`src/rtl/hs_pkg.sv`:
```
`timescale 1ns / 1ps
// shared types, constants and functions of the hmac/sha-256 engine
// no dependencies

package hs_pkg;

    localparam int BLK_WORDS = 16;
    localparam int DIG_WORDS = 8;
    localparam int CNT_W     = 61;
    localparam logic [6:0] KEY_LONG_LEN = 7'd65;
    localparam logic [7:0] IPAD = 8'h36;
    localparam logic [7:0] OPAD = 8'h5c;

    localparam logic [31:0] IV [DIG_WORDS] = '{
        32'h6a09e667, 32'hbb67ae85, 32'h3c6ef372, 32'ha54ff53a,
        32'h510e527f, 32'h9b05688c, 32'h1f83d9ab, 32'h5be0cd19
    };

    typedef enum logic [1:0] {
        PAD_NONE = 2'd0,
        PAD_IN   = 2'd1,
        PAD_OUT  = 2'd2
    } t_pad;

    typedef struct packed {
        logic       byte_we;
        logic       key_we;
        logic       key_clear;
        logic       key_long;
        logic       key_from_dig;
        logic       init;
        logic       load_key;
        t_pad       pad_sel;
        logic       load_inner;
        logic       save_inner;
        logic       pad;
        logic       zero_blk;
        logic       put_len;
        logic       comp_start;
        logic       comp_round;
        logic       comp_add;
        logic       out_load;
        logic [2:0] out_idx;
        logic [7:0] data;
    } t_dp_cmd;

    typedef struct packed {
        logic key_full;
        logic blk_last;
        logic pos_hi;
        logic round_last;
        logic out_free;
    } t_dp_sts;

    function automatic logic [7:0] pad_byte(input t_pad sel);
        logic [7:0] r;
        case (sel)
            PAD_IN:  r = IPAD;
            PAD_OUT: r = OPAD;
            default: r = 8'h00;
        endcase
        return r;
    endfunction

    function automatic logic [31:0] round_k(input logic [5:0] idx);
        logic [31:0] k;
        case (idx)
            6'd0:  k = 32'h428a2f98;  6'd1:  k = 32'h71374491;
            6'd2:  k = 32'hb5c0fbcf;  6'd3:  k = 32'he9b5dba5;
            6'd4:  k = 32'h3956c25b;  6'd5:  k = 32'h59f111f1;
            6'd6:  k = 32'h923f82a4;  6'd7:  k = 32'hab1c5ed5;
            6'd8:  k = 32'hd807aa98;  6'd9:  k = 32'h12835b01;
            6'd10: k = 32'h243185be;  6'd11: k = 32'h550c7dc3;
            6'd12: k = 32'h72be5d74;  6'd13: k = 32'h80deb1fe;
            6'd14: k = 32'h9bdc06a7;  6'd15: k = 32'hc19bf174;
            6'd16: k = 32'he49b69c1;  6'd17: k = 32'hefbe4786;
            6'd18: k = 32'h0fc19dc6;  6'd19: k = 32'h240ca1cc;
            6'd20: k = 32'h2de92c6f;  6'd21: k = 32'h4a7484aa;
            6'd22: k = 32'h5cb0a9dc;  6'd23: k = 32'h76f988da;
            6'd24: k = 32'h983e5152;  6'd25: k = 32'ha831c66d;
            6'd26: k = 32'hb00327c8;  6'd27: k = 32'hbf597fc7;
            6'd28: k = 32'hc6e00bf3;  6'd29: k = 32'hd5a79147;
            6'd30: k = 32'h06ca6351;  6'd31: k = 32'h14292967;
            6'd32: k = 32'h27b70a85;  6'd33: k = 32'h2e1b2138;
            6'd34: k = 32'h4d2c6dfc;  6'd35: k = 32'h53380d13;
            6'd36: k = 32'h650a7354;  6'd37: k = 32'h766a0abb;
            6'd38: k = 32'h81c2c92e;  6'd39: k = 32'h92722c85;
            6'd40: k = 32'ha2bfe8a1;  6'd41: k = 32'ha81a664b;
            6'd42: k = 32'hc24b8b70;  6'd43: k = 32'hc76c51a3;
            6'd44: k = 32'hd192e819;  6'd45: k = 32'hd6990624;
            6'd46: k = 32'hf40e3585;  6'd47: k = 32'h106aa070;
            6'd48: k = 32'h19a4c116;  6'd49: k = 32'h1e376c08;
            6'd50: k = 32'h2748774c;  6'd51: k = 32'h34b0bcb5;
            6'd52: k = 32'h391c0cb3;  6'd53: k = 32'h4ed8aa4a;
            6'd54: k = 32'h5b9cca4f;  6'd55: k = 32'h682e6ff3;
            6'd56: k = 32'h748f82ee;  6'd57: k = 32'h78a5636f;
            6'd58: k = 32'h84c87814;  6'd59: k = 32'h8cc70208;
            6'd60: k = 32'h90befffa;  6'd61: k = 32'ha4506ceb;
            6'd62: k = 32'hbef9a3f7;  6'd63: k = 32'hc67178f2;
            default: k = 32'h0;
        endcase
        return k;
    endfunction

endpackage

```
`src/rtl/hs_ctrl.sv`:
```
`timescale 1ns / 1ps
// hmac/sha-256 controller: section phase, mode register and command sequencer
// depends on hs_pkg

module hs_ctrl import hs_pkg::*; (
    input  logic    i_clk,
    input  logic    i_rst_n,
    input  logic    i_cfg_we,
    input  logic    i_cfg_wdata,
    input  logic    i_valid,
    output logic    o_stall,
    input  logic    i_operation,
    input  logic [7:0] i_data_byte,
    input  logic    i_byte_present,
    input  logic    i_section_end,
    input  t_dp_sts i_sts,
    output t_dp_cmd o_cmd
);

    typedef enum logic [21:0] {
        S_IN     = 22'h000001,
        S_DEC    = 22'h000002,
        S_KEYB   = 22'h000004,
        S_LKLOAD = 22'h000008,
        S_LKB    = 22'h000010,
        S_KEYE   = 22'h000020,
        S_KEYD   = 22'h000040,
        S_MCLOSE = 22'h000080,
        S_MSTART = 22'h000100,
        S_MLOADK = 22'h000200,
        S_MBYTE  = 22'h000400,
        S_MEND   = 22'h000800,
        S_MOUT1  = 22'h001000,
        S_OLOADK = 22'h002000,
        S_OINNER = 22'h004000,
        S_OUT    = 22'h008000,
        S_CSTART = 22'h010000,
        S_CRND   = 22'h020000,
        S_CADD   = 22'h040000,
        S_FPAD   = 22'h080000,
        S_FZERO  = 22'h100000,
        S_FLEN   = 22'h200000
    } t_state;

    typedef enum logic [4:0] {
        PH_IDLE      = 5'b00001,
        PH_KEY_SHORT = 5'b00010,
        PH_KEY_LONG  = 5'b00100,
        PH_MSG_PLAIN = 5'b01000,
        PH_MSG_HMAC  = 5'b10000
    } t_phase;

    t_state     r_state, n_state, r_cret, n_cret, r_fret, n_fret;
    t_phase     r_phase, n_phase;
    logic [2:0] r_oidx, n_oidx;
    logic       r_mode;
    logic       r_op, r_pres, r_end;
    logic [7:0] r_byte;
    logic       in_key;

    assign in_key  = (r_phase == PH_KEY_SHORT) || (r_phase == PH_KEY_LONG);
    assign o_stall = (r_state != S_IN);

    always_comb begin
        n_state = r_state;
        n_cret  = r_cret;
        n_fret  = r_fret;
        n_phase = r_phase;
        n_oidx  = r_oidx;
        o_cmd   = '0;
        o_cmd.data    = r_byte;
        o_cmd.out_idx = r_oidx;
        case (r_state)
            S_IN: begin
                if (i_valid) begin
                    n_state = S_DEC;
                end
            end
            S_DEC: begin
                if (r_op) begin
                    n_state = S_MCLOSE;
                end else if (!r_mode) begin
                    n_state = S_IN;
                end else begin
                    if (!in_key) begin
                        o_cmd.key_clear = 1'b1;
                        n_phase = PH_KEY_SHORT;
                    end
                    n_state = S_KEYB;
                end
            end
            S_KEYB: begin
                n_state = S_KEYE;
                if (r_pres) begin
                    if (r_phase == PH_KEY_LONG) begin
                        o_cmd.byte_we = 1'b1;
                        if (i_sts.blk_last) begin
                            n_cret  = S_KEYE;
                            n_state = S_CSTART;
                        end
                    end else if (!i_sts.key_full) begin
                        o_cmd.key_we = 1'b1;
                    end else begin
                        o_cmd.init = 1'b1;
                        n_state = S_LKLOAD;
                    end
                end
            end
            S_LKLOAD: begin
                o_cmd.load_key = 1'b1;
                o_cmd.pad_sel  = PAD_NONE;
                n_cret  = S_LKB;
                n_state = S_CSTART;
            end
            S_LKB: begin
                o_cmd.byte_we  = 1'b1;
                o_cmd.key_long = 1'b1;
                n_phase = PH_KEY_LONG;
                n_state = S_KEYE;
            end
            S_KEYE: begin
                n_state = S_IN;
                if (r_end) begin
                    if (r_phase == PH_KEY_LONG) begin
                        n_fret  = S_KEYD;
                        n_state = S_FPAD;
                    end else begin
                        n_phase = PH_IDLE;
                    end
                end
            end
            S_KEYD: begin
                o_cmd.key_from_dig = 1'b1;
                n_phase = PH_IDLE;
                n_state = r_op ? S_MSTART : S_IN;
            end
            S_MCLOSE: begin
                n_state = S_MSTART;
                if (r_phase == PH_KEY_LONG) begin
                    n_fret  = S_KEYD;
                    n_state = S_FPAD;
                end else if (r_phase == PH_KEY_SHORT) begin
                    n_phase = PH_IDLE;
                end
            end
            S_MSTART: begin
                n_state = S_MBYTE;
                if (r_phase == PH_IDLE) begin
                    o_cmd.init = 1'b1;
                    if (r_mode) begin
                        n_phase = PH_MSG_HMAC;
                        n_state = S_MLOADK;
                    end else begin
                        n_phase = PH_MSG_PLAIN;
                    end
                end
            end
            S_MLOADK: begin
                o_cmd.load_key = 1'b1;
                o_cmd.pad_sel  = PAD_IN;
                n_cret  = S_MBYTE;
                n_state = S_CSTART;
            end
            S_MBYTE: begin
                n_state = S_MEND;
                if (r_pres) begin
                    o_cmd.byte_we = 1'b1;
                    if (i_sts.blk_last) begin
                        n_cret  = S_MEND;
                        n_state = S_CSTART;
                    end
                end
            end
            S_MEND: begin
                if (r_end) begin
                    n_fret  = S_MOUT1;
                    n_state = S_FPAD;
                end else begin
                    n_state = S_IN;
                end
            end
            S_MOUT1: begin
                n_state = S_OUT;
                if (r_phase == PH_MSG_HMAC) begin
                    o_cmd.save_inner = 1'b1;
                    o_cmd.init       = 1'b1;
                    n_state = S_OLOADK;
                end
                n_phase = PH_IDLE;
            end
            S_OLOADK: begin
                o_cmd.load_key = 1'b1;
                o_cmd.pad_sel  = PAD_OUT;
                n_cret  = S_OINNER;
                n_state = S_CSTART;
            end
            S_OINNER: begin
                o_cmd.load_inner = 1'b1;
                n_fret  = S_OUT;
                n_state = S_FPAD;
            end
            S_OUT: begin
                if (i_sts.out_free) begin
                    o_cmd.out_load = 1'b1;
                    n_oidx = r_oidx + 3'd1;
                    if (&r_oidx) begin
                        n_state = S_IN;
                    end
                end
            end
            S_CSTART: begin
                o_cmd.comp_start = 1'b1;
                n_state = S_CRND;
            end
            S_CRND: begin
                o_cmd.comp_round = 1'b1;
                if (i_sts.round_last) begin
                    n_state = S_CADD;
                end
            end
            S_CADD: begin
                o_cmd.comp_add = 1'b1;
                n_state = r_cret;
            end
            S_FPAD: begin
                o_cmd.pad = 1'b1;
                if (i_sts.pos_hi) begin
                    n_cret  = S_FZERO;
                    n_state = S_CSTART;
                end else begin
                    n_state = S_FLEN;
                end
            end
            S_FZERO: begin
                o_cmd.zero_blk = 1'b1;
                n_state = S_FLEN;
            end
            S_FLEN: begin
                o_cmd.put_len = 1'b1;
                n_cret  = r_fret;
                n_state = S_CSTART;
            end
            default: begin
                n_state = S_IN;
            end
        endcase
    end

    always_ff @(posedge i_clk) begin
        if (!i_rst_n) begin
            r_state <= S_IN;
            r_cret  <= S_IN;
            r_fret  <= S_IN;
            r_phase <= PH_IDLE;
            r_oidx  <= '0;
            r_mode  <= 1'b1;
        end else begin
            r_state <= n_state;
            r_cret  <= n_cret;
            r_fret  <= n_fret;
            r_phase <= n_phase;
            r_oidx  <= n_oidx;
            if (i_cfg_we) begin
                r_mode <= i_cfg_wdata;
            end
        end
    end

    always_ff @(posedge i_clk) begin
        if (i_valid && !o_stall) begin
            r_op   <= i_operation;
            r_byte <= i_data_byte;
            r_pres <= i_byte_present;
            r_end  <= i_section_end;
        end
    end

    rounds_run: assert property (@(posedge i_clk) disable iff (!i_rst_n)
        (r_state == S_CRND) && !i_sts.round_last |=> r_state == S_CRND)
        else $error("compression left early");

    transfer_decoded: assert property (@(posedge i_clk) disable iff (!i_rst_n)
        (r_state == S_IN) && i_valid |=> r_state == S_DEC)
        else $error("accepted transfer not decoded");

    out_phase_idle: assert property (@(posedge i_clk) disable iff (!i_rst_n)
        (r_state == S_OUT) |-> r_phase == PH_IDLE)
        else $error("digest output with open section");

endmodule

```
`config.mk`:
```
export PLATFORM = sky130hd
export DESIGN_NAME = hs_ctrl
export DESIGN_NICKNAME = d
export VERILOG_FILES = /design/src/rtl/hs_pkg.sv /design/src/rtl/hs_ctrl.sv
export SDC_FILE = /design/constraint.sdc
export NUM_CORES = 1
export LEC_CHECK = 0
export BUFFER_PORTS_ARGS = -buffer_cell sky130_fd_sc_hd__buf_2
export CAP_MARGIN = 25
export CELL_PAD_IN_SITES_DETAIL_PLACEMENT = 1
export CELL_PAD_IN_SITES_GLOBAL_PLACEMENT = 1
export CORE_UTILIZATION = 25
export CTS_BUF_LIST = sky130_fd_sc_hd__clkbuf_4
export CTS_CLUSTER_SIZE = 24
export DETAILED_ROUTE_END_ITERATION = 8
export GPL_TIMING_DRIVEN = 0
export PLACE_DENSITY_LB_ADDON = 0.2
export SLEW_MARGIN = 20
export SYNTH_ARGS = -nofsm -noshare
export SYNTH_HDL_FRONTEND = slang
export SYNTH_SLANG_ARGS = --single-unit
```
`constraint.sdc`:
```
create_clock -name i_clk -period 4 [get_ports i_clk]
set_input_delay 0.2 -clock i_clk [delete_from_list [all_inputs] [get_ports i_clk]]
set_output_delay 0.2 -clock i_clk [all_outputs]
set_load 0.02 [all_outputs]
```
== Yosys cells after proc, flatten, opt, wreduce, memory -nomap -nowiden ==
Cells that the tools add are included.

* Word-level logic and storage cells: 144
* Input port bits: 21
* Register bits after elaboration: 86

* Reductions and logical operators: 14
* Eq/ne operators: 46
* $add $sub $neg: 1
* Mux-type cells: 73

{| class="wikitable"
|+ Operators with widths
! operator !! count
|-
| one-hot mux 22 bit (19 select lines) || 1
|-
| two-way mux 22 bit || 16
|-
| one-hot mux 22 bit (7 select lines) || 1
|-
| one-hot mux 22 bit (4 select lines) || 1
|-
| two-way mux 20 bit || 4
|-
| two-way mux 17 bit || 3
|-
| two-way mux 5 bit || 9
|-
| inequality test 2 bit (second input constant) || 19
|-
| one-hot mux 5 bit (6 select lines) || 1
|-
| two-way mux 1 bit || 26
|-
| == test 22 x 1 -> 1 bit (second input constant) || 1
|-
| == test 22 x 10 -> 1 bit (second input constant) || 1
|-
| == test 22 x 11 -> 1 bit (second input constant) || 1
|-
| == test 22 x 12 -> 1 bit (second input constant) || 1
|-
| == test 22 x 13 -> 1 bit (second input constant) || 1
|-
| == test 22 x 14 -> 1 bit (second input constant) || 1
|-
| == test 22 x 15 -> 1 bit (second input constant) || 1
|-
| == test 22 x 16 -> 1 bit (second input constant) || 1
|-
| == test 22 x 17 -> 1 bit (second input constant) || 1
|-
| == test 22 x 18 -> 1 bit (second input constant) || 1
|-
| == test 22 x 19 -> 1 bit (second input constant) || 1
|-
| == test 22 x 2 -> 1 bit (second input constant) || 1
|-
| == test 22 x 20 -> 1 bit (second input constant) || 1
|-
| == test 22 x 21 -> 1 bit (second input constant) || 1
|-
| other kinds (36) || 39
|}

== Longest topological paths before layout ==
Gate-level depths: netlist (run 1).

* Word-level depth: 6
* Mapped depth: 9

== Worst setup path before layout (run 1) ==
Ideal clock, no wire load.

* Path kind: reg2reg
* From: register r_state[6]
* To: register r_state[17]
* Required time: 3.939 ns
* Slack: 1.506 ns
* Buffers on the path: 1
* Cell stages (with the launch flop): 6
* Setup time: 0.061 ns
* Arrival time: 2.433 ns
* Period minus slack after synthesis: 2.494 ns
* Cells stage by stage: dfxtp_1 > buf_6 > or4_4 > or4_4 > nor4b_1 > o21a_1

* Cells in the longest elaborated chain, start to end: 3
* Elaborated cells between the ends (all ways): 29

{| class="wikitable"
|+ Ends and longest elaborated chain
! item !! line !! RTL
|-
| start, declared || hs_ctrl.sv:53 || <nowiki>t_state r_state, n_state, r_cret, n_cret, r_fret, n_fret;</nowiki>
|-
| start signal, assigned || hs_ctrl.sv:258 || <nowiki>r_state <= n_state;</nowiki>
|-
| == test 22 bit (tied with other cells) || hs_ctrl.sv:73 || <nowiki>case (r_state)</nowiki>
|-
| OR reduction 4 bit (no source line) / inequality test 2 bit (equally long branches) || - ||
|-
| one-hot mux 22 bit (19 select lines) / AND reduction 4 bit (equally long branches) || - ||
|}

Several ways; a longest one is shown, not always the timed one.
A chain may end at the register's enable or synchronous reset.

==> metrics, run 1 <==
outcome completed; Switching Power 283.8 uW; I/O pins 51; Wirelength per Cell 17.90 um; vias in the first global route 2737; Worst setup EP type output port; row count 39; initial antenna violation count 0; post-cts sizing count 0; number of diodes 0; Post-synth top cells 45 x dfxtp_1, 39 x nor2_1, 27 x nand2_1; port bufs 50; Residual DRC 0; GR Overflow Total 0; Pre-antenna DRT Iters 4; critical path startpoint category flip-flop; f_max 328.1 MHz; Nets 411; core box area 0.01147 mm2; initial core utilization 25.75%; combinational group share of total power 11.9%; endpoints failing setup 0; Tmin final 3.048 ns; Clock Tree Root clkbuf_4; Post-Synthesis Cells 320; Routability Congestion 0.8508; Hold Path Class in2reg; Final Max Tran Viols 0; synth-to-layout area growth 20.42%; PD cells 279.4 mW/mm2; R2R cell count 7; Main synth FF type dfxtp_1; final worst-path cycle share 76.19%; CP startpoint r_state[15]; htree depth 2; Synth area leaders dfxtp_1 31%, edfxtp_1 11%, nor2_1 5.0%; Starting DRT DRC Count 167; height of the die 110.7 um; Distinct cells, synth 64; first-pass GRT wire length 15290 um; count leader, synth dfxtp_1; worst skew pair latency 0.39 ns; final wirelength 9525 um; LEAKAGE 1.516 nW; Via Count 2691; Mean Syn Cell Area 9.228 um2; area leader, netlist dfxtp_1; Total GRT Usage 15.91%; critical path data arrival time 2.85 ns; DP Wirelength 7340 um; Syn Std Cell Area 0.002953 mm2; Yosys Warn Count 0; Seq pwr share 60.5%; setup TNS 0 ns; clock sinks 56; clock share of power 27.6%; routed vias/inst 5.058; Critical Path Sink o_cmd[12]; Hold Path Stages 3; largest net degree at the start of global routing 20; relative slew slack 36.51%; die footprint 0.01225 mm2; Max clock buf depth 2; kind of critical path reg2out; CTS Buf Count 5; Final ANT Viol Nets 0; asr flop ratio synth 0%; FF-to-FF setup slack 1.25 ns; Slew @ Worst Pin 0.9437 ns; Synth top area share 30.51%; CP required 3.80 ns; Sw Share 28.57%; RSZ-0062 raised after global routing no; CP Max Fanout 10; reg2reg end r_cret[15]; Internal Power 709.6 uW; Clock Skew 0.008381 ns; Reg clk slew, reported paths 0.17 ns; syn nets 343; layout cells sized above 1 24.16%; worst r2r src r_state[0]; Worst VDD drop 0.0001595 V; number of synthesized flops with an enable pin 11; Yosys reg bits 56; Hold Fails Final Rpt 0; number of max-cap violations 0; TritonCTS clock tree done; chip width 110.7 um; total power 993.4 uW; Seq/Total Area, Yosys 41.69%
[state kept, by name (all words and copies together), names as in the netlist]
| signal | count |
|---|---|
| r_state | 22 |
| r_cret | 10 |
| r_byte | 8 |
| r_phase | 5 |
| r_fret | 4 |
| r_oidx | 3 |
| r_end | 1 |
| r_mode | 1 |
| r_op | 1 |
| r_pres | 1 |
[layout by cell type (no fill, tap or decap), types with 4 or more instances in the layout]
master         netlist  layout
nor4b_1              8       8
nand4b_1             4       4
nand3b_1             4       4
a22o_1               4       4
a21oi_1             12      12
nor3_2               4       4
clkbuf_4             0       5
dlygate4sd3_1        0      11
nor4_4               4       4
clkbuf_1             5       5
o21ai_0              5       5
nor2_1              39      39
edfxtp_1            11      11
o21ai_1              4       4
nor3_1              12      12
nand3_1             12      12
a21o_1               4       4
mux2i_1              4       4
xor2_1               4       4
or4_1                4       4
nand4_1              6       6
o21a_1               4       4
nor2b_1              4       4
inv_1               15      15
dfxtp_1             45      45
and3_1               8       8
buf_2                4      54
nand2_1             27      27
[kinds of logic (layout without fill, tap and decap cells)]
group	count (synthesis)	after routing	synth area share [%]
flops	56	56	41.69
xor+xnor	5	5	1.483
fa+ha+maj	2	2	0.8473
compound gates	61	61	15.59
buf+inv	28	97	4.491
simple gates	164	164	34.53
mux	4	4	1.356
[per-layer routing]
layer  vias up  part of all wire [%]  global-route usage, %
li1       1321                     -                      -
met3         6                   2.7                  1.968
met5         -                     0                      0
met2        55                    48                  26.58
met4         0                   1.3                  3.289
met1      1309                    48                  21.95
[final cells by class]
type / instances / area, um2
sequential: 56 / 1231
fill: 1335 / 7911
clock buffer: 5 / 37.54
buffer: 13 / 76.32
inverter: 15 / 56.30
tap: 143 / 178.9
timing repair buffer: 61 / 360.3
multi-input combinational: 236 / 1589
clock inverter: 3 / 26.28
[how the worst min path moves through the flow]
stage | slack [ns] | start | endpoint
3_3_place_gp | 0.38 | i_operation | r_op
2_1_floorplan | 0.30 | i_data_byte[0] | r_byte[0]
4_1_cts | 0.0002 | i_cfg_wdata | r_mode
5_1_grt | 0.03 | i_cfg_wdata | r_mode
3_5_place_dp | 0.38 | i_data_byte[6] | r_byte[6]
6_report | 0.01 | i_cfg_wdata | r_mode
[stage by stage]
stage	setup slack, ns	hold WS [ns]	std cells	cell area [um2]	utilization (%)
2_1_floorplan	1.506	0.2989	320	2953	-
3_3_place_gp	1.213	0.3764	513	3382	29.49
3_5_place_dp	1.198	0.3783	513	3382	29.49
4_1_cts	0.9169	0.0001658	532	3556	31.01
5_1_grt	0.6795	0.02541	532	3556	31.01
6_report	0.9523	0.01043	532	3556	31.01
[worst max-delay path, cell delays in order, from the launching register on]
cell and delay, ns:
dfxtp_1 0.40, nor4_4 0.54, nand3_2 0.21, buf_2 0.28, nor2_1 0.21, clkbuf_1 0.53
buf_2 0.29
[power by group through the flow]
stage	clock network [mW]	logic [mW]	registers [mW]
after floorplan	0	0.0599	0.619
after global placement	0	0.110	0.613
after detailed placement	0	0.111	0.614
after CTS	0.291	0.119	0.602
after global routing	0.309	0.130	0.604
final	0.274	0.118	0.601
[timing repair]
item | in CTS | in global routing
setup buffers | 0 | 0
endpoints found under the hold margin | 11 | 0
hold buffers | 11 | 0
No activity file was read; power rests on OpenSTA's default activity.
==> run 2: changes to the inputs <==
clock period = 2.7 ns   (was 4 ns; I/O delays follow)
==> metrics, run 2 (synthesis results as in run 1) <==
Final Max Tran Viols 0; Hold Fails Final Rpt 0; Biggest register r_state; synth-to-layout area growth 26.31%; Clock Tree Root clkbuf_4; initial antenna violation count 0; number of diodes 0; clock sinks 56; Final ANT Viol Nets 0; outcome completed; WHS 0.03822 ns; routed vias/inst 5.101; Fill cells 1327; port bufs 50; height of the die 110.7 um; die footprint 0.01225 mm2; kind of critical path reg2out; final worst-path cycle share 95.54%; CP Max Fanout 10; LEAKAGE 1.579 nW; htree depth 2; vias in the first global route 2784; final wirelength 9918 um; initial core utilization 25.75%; CTS Buf Count 5; most frequent cells in the layout 53 x buf_2, 38 x dfxtp_1, 37 x nor2_1; TritonCTS clock tree done; largest net degree at the start of global routing 20; Tmin final 2.580 ns; Slew @ Worst Pin 0.7162 ns; Hold Path Class in2reg; Pre-antenna DRT Iters 4; PD cells 400.0 mW/mm2; Reg clk slew, reported paths 0.18 ns; Wirelength per Cell 18.30 um; chip width 110.7 um; critical path data arrival time 2.44 ns; max reg flops 22; Clock Skew 0.006215 ns; f_max 387.7 MHz; endpoints failing setup 0; Residual DRC 0; first-pass GRT wire length 15730 um; GR Overflow Total 0; largest registers r_state x22, r_cret x10, r_byte x8; layout cells sized above 1 29.82%; I/O pins 51; Worst VDD drop 0.0002377 V; critical path startpoint category flip-flop; DP Wirelength 7340 um; Worst setup EP type output port; Via Count 2765; Routability Congestion 0.8508; CP required 2.57 ns; core box area 0.01147 mm2; row count 39; commonest non-fill, non-tap cell in the layout buf_2; number of max-cap violations 0; Max clock buf depth 2; Starting DRT DRC Count 208; Nets 421; Total GRT Usage 16.40%; worst skew pair latency 0.39 ns; relative slew slack 52.25%; final core utilization 32.53%
## run 2: stage by stage
step | std cells | power (mW) | cell area, um2 | setup WS [ns] | setup TNS (ns)
6_report | 542 | 1.492 | 3730 | 0.1204 | 0
5_1_grt | 542 | 1.564 | 3730 | -0.02764 | -0.03023
4_1_cts | 540 | 1.508 | 3656 | -0.0003142 | -0.0003142
3_5_place_dp | 513 | 1.073 | 3382 | -0.1020 | -0.3461
3_3_place_gp | 513 | 1.071 | 3382 | -0.08687 | -0.2752
2_1_floorplan | 320 | 1.006 | 2953 | 0.2061 | 0
## run 2: worst paths after layout
path / from / end / slack (ns) / depth (start not counted)
setup / recovery: r_state[1] / o_cmd[26] / 0.12 / 8
hold reg to reg: r_fret[0] / r_fret[0] / 0.49 / 2
setup reg to reg: r_state[1] / r_cret[15] / 0.15 / 8
hold / removal: i_sts[3] / r_cret[5] / 0.04 / 3
## run 2: cell type report
class                           count  area [um2]  area share [%]
Tap cell                          143       178.9           4.797
Multi-Input combinational cell    236        1665           44.65
Inverter                           15       56.30           1.510
Buffer                             13       82.58           2.214
Sequential cell                    56        1240           33.24
Timing Repair Buffer               71       442.9           11.88
Clock buffer                        5       37.54           1.006
Clock inverter                      3       26.28          0.7045
## run 2: metal layers
layer  vias up  wire (um)  GRT usage, %
met2        60       4682         27.25
li1       1341          -             -
met5         -          0             0
met3         9        346         1.968
met1      1355       4711         22.84
met4         0        178         3.289
## run 2: power by group
group          internal, mW  leakage, nW  switching [mW]
clock network         0.111       0.0362           0.298
logic                0.0752         1.07           0.116
registers             0.876        0.471          0.0162
total                  1.06         1.58           0.430
## run 2: timing repair
item | 4_1_cts | 5_1_grt
hold buffers | 14 | 0
pin swaps | 6 | 5
endpoints found under the hold margin | 13 | 0
endpoints found under the setup margin | 15 | 26
buffers inserted | 5 | 2
gates resized for setup | 6 | 20
## run 2: worst max-delay path, cell delays in order (launching register included)
cell and delay, ns:
dfxtp_1 0.40, nor4_4 0.26, buf_4 0.19, nand4_4 0.17, buf_4 0.24, or2_1 0.30, o221ai_2 0.23, nor2_1 0.09
buf_2 0.17
==> run 3: changes to the inputs <==
ABC_AREA = 1   (was not set)
==> metrics, run 3 <==
Switching Power 1.031 mW; largest net degree at the start of global routing 19; setup TNS 0 ns; clock share of power 20.9%; Seq pwr share 41.4%; asr flop ratio synth 0%; slowest cell delay on critical path 0.37 ns; most frequent cells in the layout 83 x nand2_1, 80 x nor2_1, 54 x inv_1; Fill cells 1647; outcome completed; Via Count 3246; Yosys Warn Count 0; CTS Buf Count 5; commonest non-fill, non-tap cell in the layout nand2_1; Clock Tree Root clkbuf_4; count leader, synth nand2_1; endpoints failing setup 0; Yosys reg bits 56; DP Wirelength 8996 um; CP cell instances nor2_1 -> nand2_2 -> nor2_4 -> nand2_4 -> inv_2 -> nand2_1 -> or2_1 -> nand3_1 -> buf_2; Pre-antenna DRT Iters 4; largest registers r_state x22, r_cret x10, r_byte x8; dpl ws 0.3659 ns; syn nets 484; Clock Skew 0.02110 ns; vias in the first global route 3354; GR Overflow Total 0; Biggest register r_state; synth-to-layout area growth 20.65%; Sw Share 42.20%; Reg clk slew, reported paths 0.19 ns; TritonCTS clock tree done; number of max-cap violations 0; Max clock buf depth 2; initial core utilization 26.08%; Final Cell Area 0.004035 mm2; WHS 0.02687 ns; max reg flops 22; Post-synth top cells 83 x nand2_1, 80 x nor2_1, 54 x inv_1; core box area 0.01282 mm2; Worst setup EP type output port; LEAKAGE 1.978 nW; Wirelength per Cell 15.78 um; f_max 405.1 MHz; area leader, netlist dfxtp_1; Worst VDD drop 0.0004082 V; Seq/Total Area, Yosys 36.81%; Mean Syn Cell Area 7.255 um2; CP Max Fanout 8; Slew @ Worst Pin 0.8200 ns; post-cts sizing count 0; postcts setup bufs 0; Syn Std Cell Area 0.003344 mm2; Internal Power 1.412 mW; CP required 2.57 ns; worst skew pair latency 0.42 ns; height of the die 117.7 um; I/O pins 51; Synth area leaders dfxtp_1 27%, edfxtp_1 9.9%, nand2_1 9.3%; PD cells 605.4 mW/mm2; clock sinks 56; cts hold-fix bufs 14; placed standard-cell area 0.003810 mm2; Main synth FF type dfxtp_1; die footprint 0.01384 mm2; combinational group share of total power 37.7%; Nets 555; Final Max Tran Viols 0; routed vias/inst 4.604; Tmin final 2.468 ns; first-pass GRT wire length 17950 um; Final ANT Viol Nets 0; relative slew slack 45.13%; Residual DRC 0; critical path data arrival time 2.33 ns; final wirelength 11130 um; chip width 117.7 um; FF/Latch Area 0.001231 mm2; initial antenna violation count 0; critical path startpoint category flip-flop; Total GRT Usage 16.90%; number of synthesized flops with an enable pin 11; Post-Synthesis Cells 461; port bufs 50; Distinct cells, synth 42; Crit-path slowest cell dfxtp_1; Routability Congestion 0.8513; layout cells sized above 1 24.77%; multi-input logic area 0.001793 mm2; Synth top area share 26.94%; kind of critical path reg2out; row count 41; Hold Fails Final Rpt 0; htree depth 2; number of diodes 0; RSZ-0062 raised after global routing no; Hold Path Class in2reg; total power 2.443 mW; final worst-path cycle share 91.42%; setup ws final 0.2316 ns; Starting DRT DRC Count 206
-- run 3: kinds of logic (layout without fill, tap and decap cells) --
logic type | after synthesis | count (layout) | share of synthesized area (%)
buffers and inverters | 73 | 145 | 9.577
DFF | 56 | 56 | 36.81
AOI/OAI and AO/OA | 33 | 33 | 5.836
adders and majority gates | 2 | 2 | 0.7481
and+or+nand+nor | 297 | 297 | 47.03
-- run 3: final timing paths --
check                    from          end  slack [ns]  depth (start not counted)
setup / recovery   r_state[7]    o_cmd[23]        0.23                          9
hold / removal       i_sts[2]  r_state[21]        0.03                          4
setup reg to reg  r_state[14]        r_end        0.42                          7
hold reg to reg    r_cret[20]  r_state[20]        0.45                          2
-- run 3: area by class of cell --
| class | instances | share of cell area [%] |
|---|---|---|
| inverter | 64 | 5.985 |
| buffer | 9 | 1.953 |
| tap | 172 | 5.333 |
| timing repair buffer | 64 | 9.674 |
| multi-input combinational | 332 | 44.43 |
| sequential | 56 | 30.51 |
| clock buffer | 5 | 0.9302 |
| clock inverter | 3 | 1.178 |
-- run 3: routing by layer --
metal	global-route usage [%]	vias up	wire, um
met3	2.519	10	356
met4	4.567	0	181
met5	0	-	0
met2	27.65	66	5167
met1	23.01	1538	5421
li1	-	1632	-
-- run 3: stage by stage --
step                      instances  util, %
after floorplan                 461        -
final                           705    31.46
after CTS                       705    31.46
after detailed placement        683    29.71
after global routing            705    31.46
after global placement          683    29.71
-- run 3: worst max-delay path: cells and delay by family (launching register included) --
kind | cells | cell delay (ns)
and+or+nand+nor | 7 | 1.23
buffers and inverters | 2 | 0.31
DFF | 1 | 0.37
-- run 3: power by group through the flow --
stage | clock [mW] | combinational [mW] | sequential (mW)
finish | 0.511 | 0.921 | 1.01
global route | 0.569 | 1.01 | 1.02
CTS | 0.530 | 0.929 | 1.01
detailed placement | 0 | 0.911 | 1.03
global placement | 0 | 0.902 | 1.02
floorplan | 0 | 0.602 | 1.06
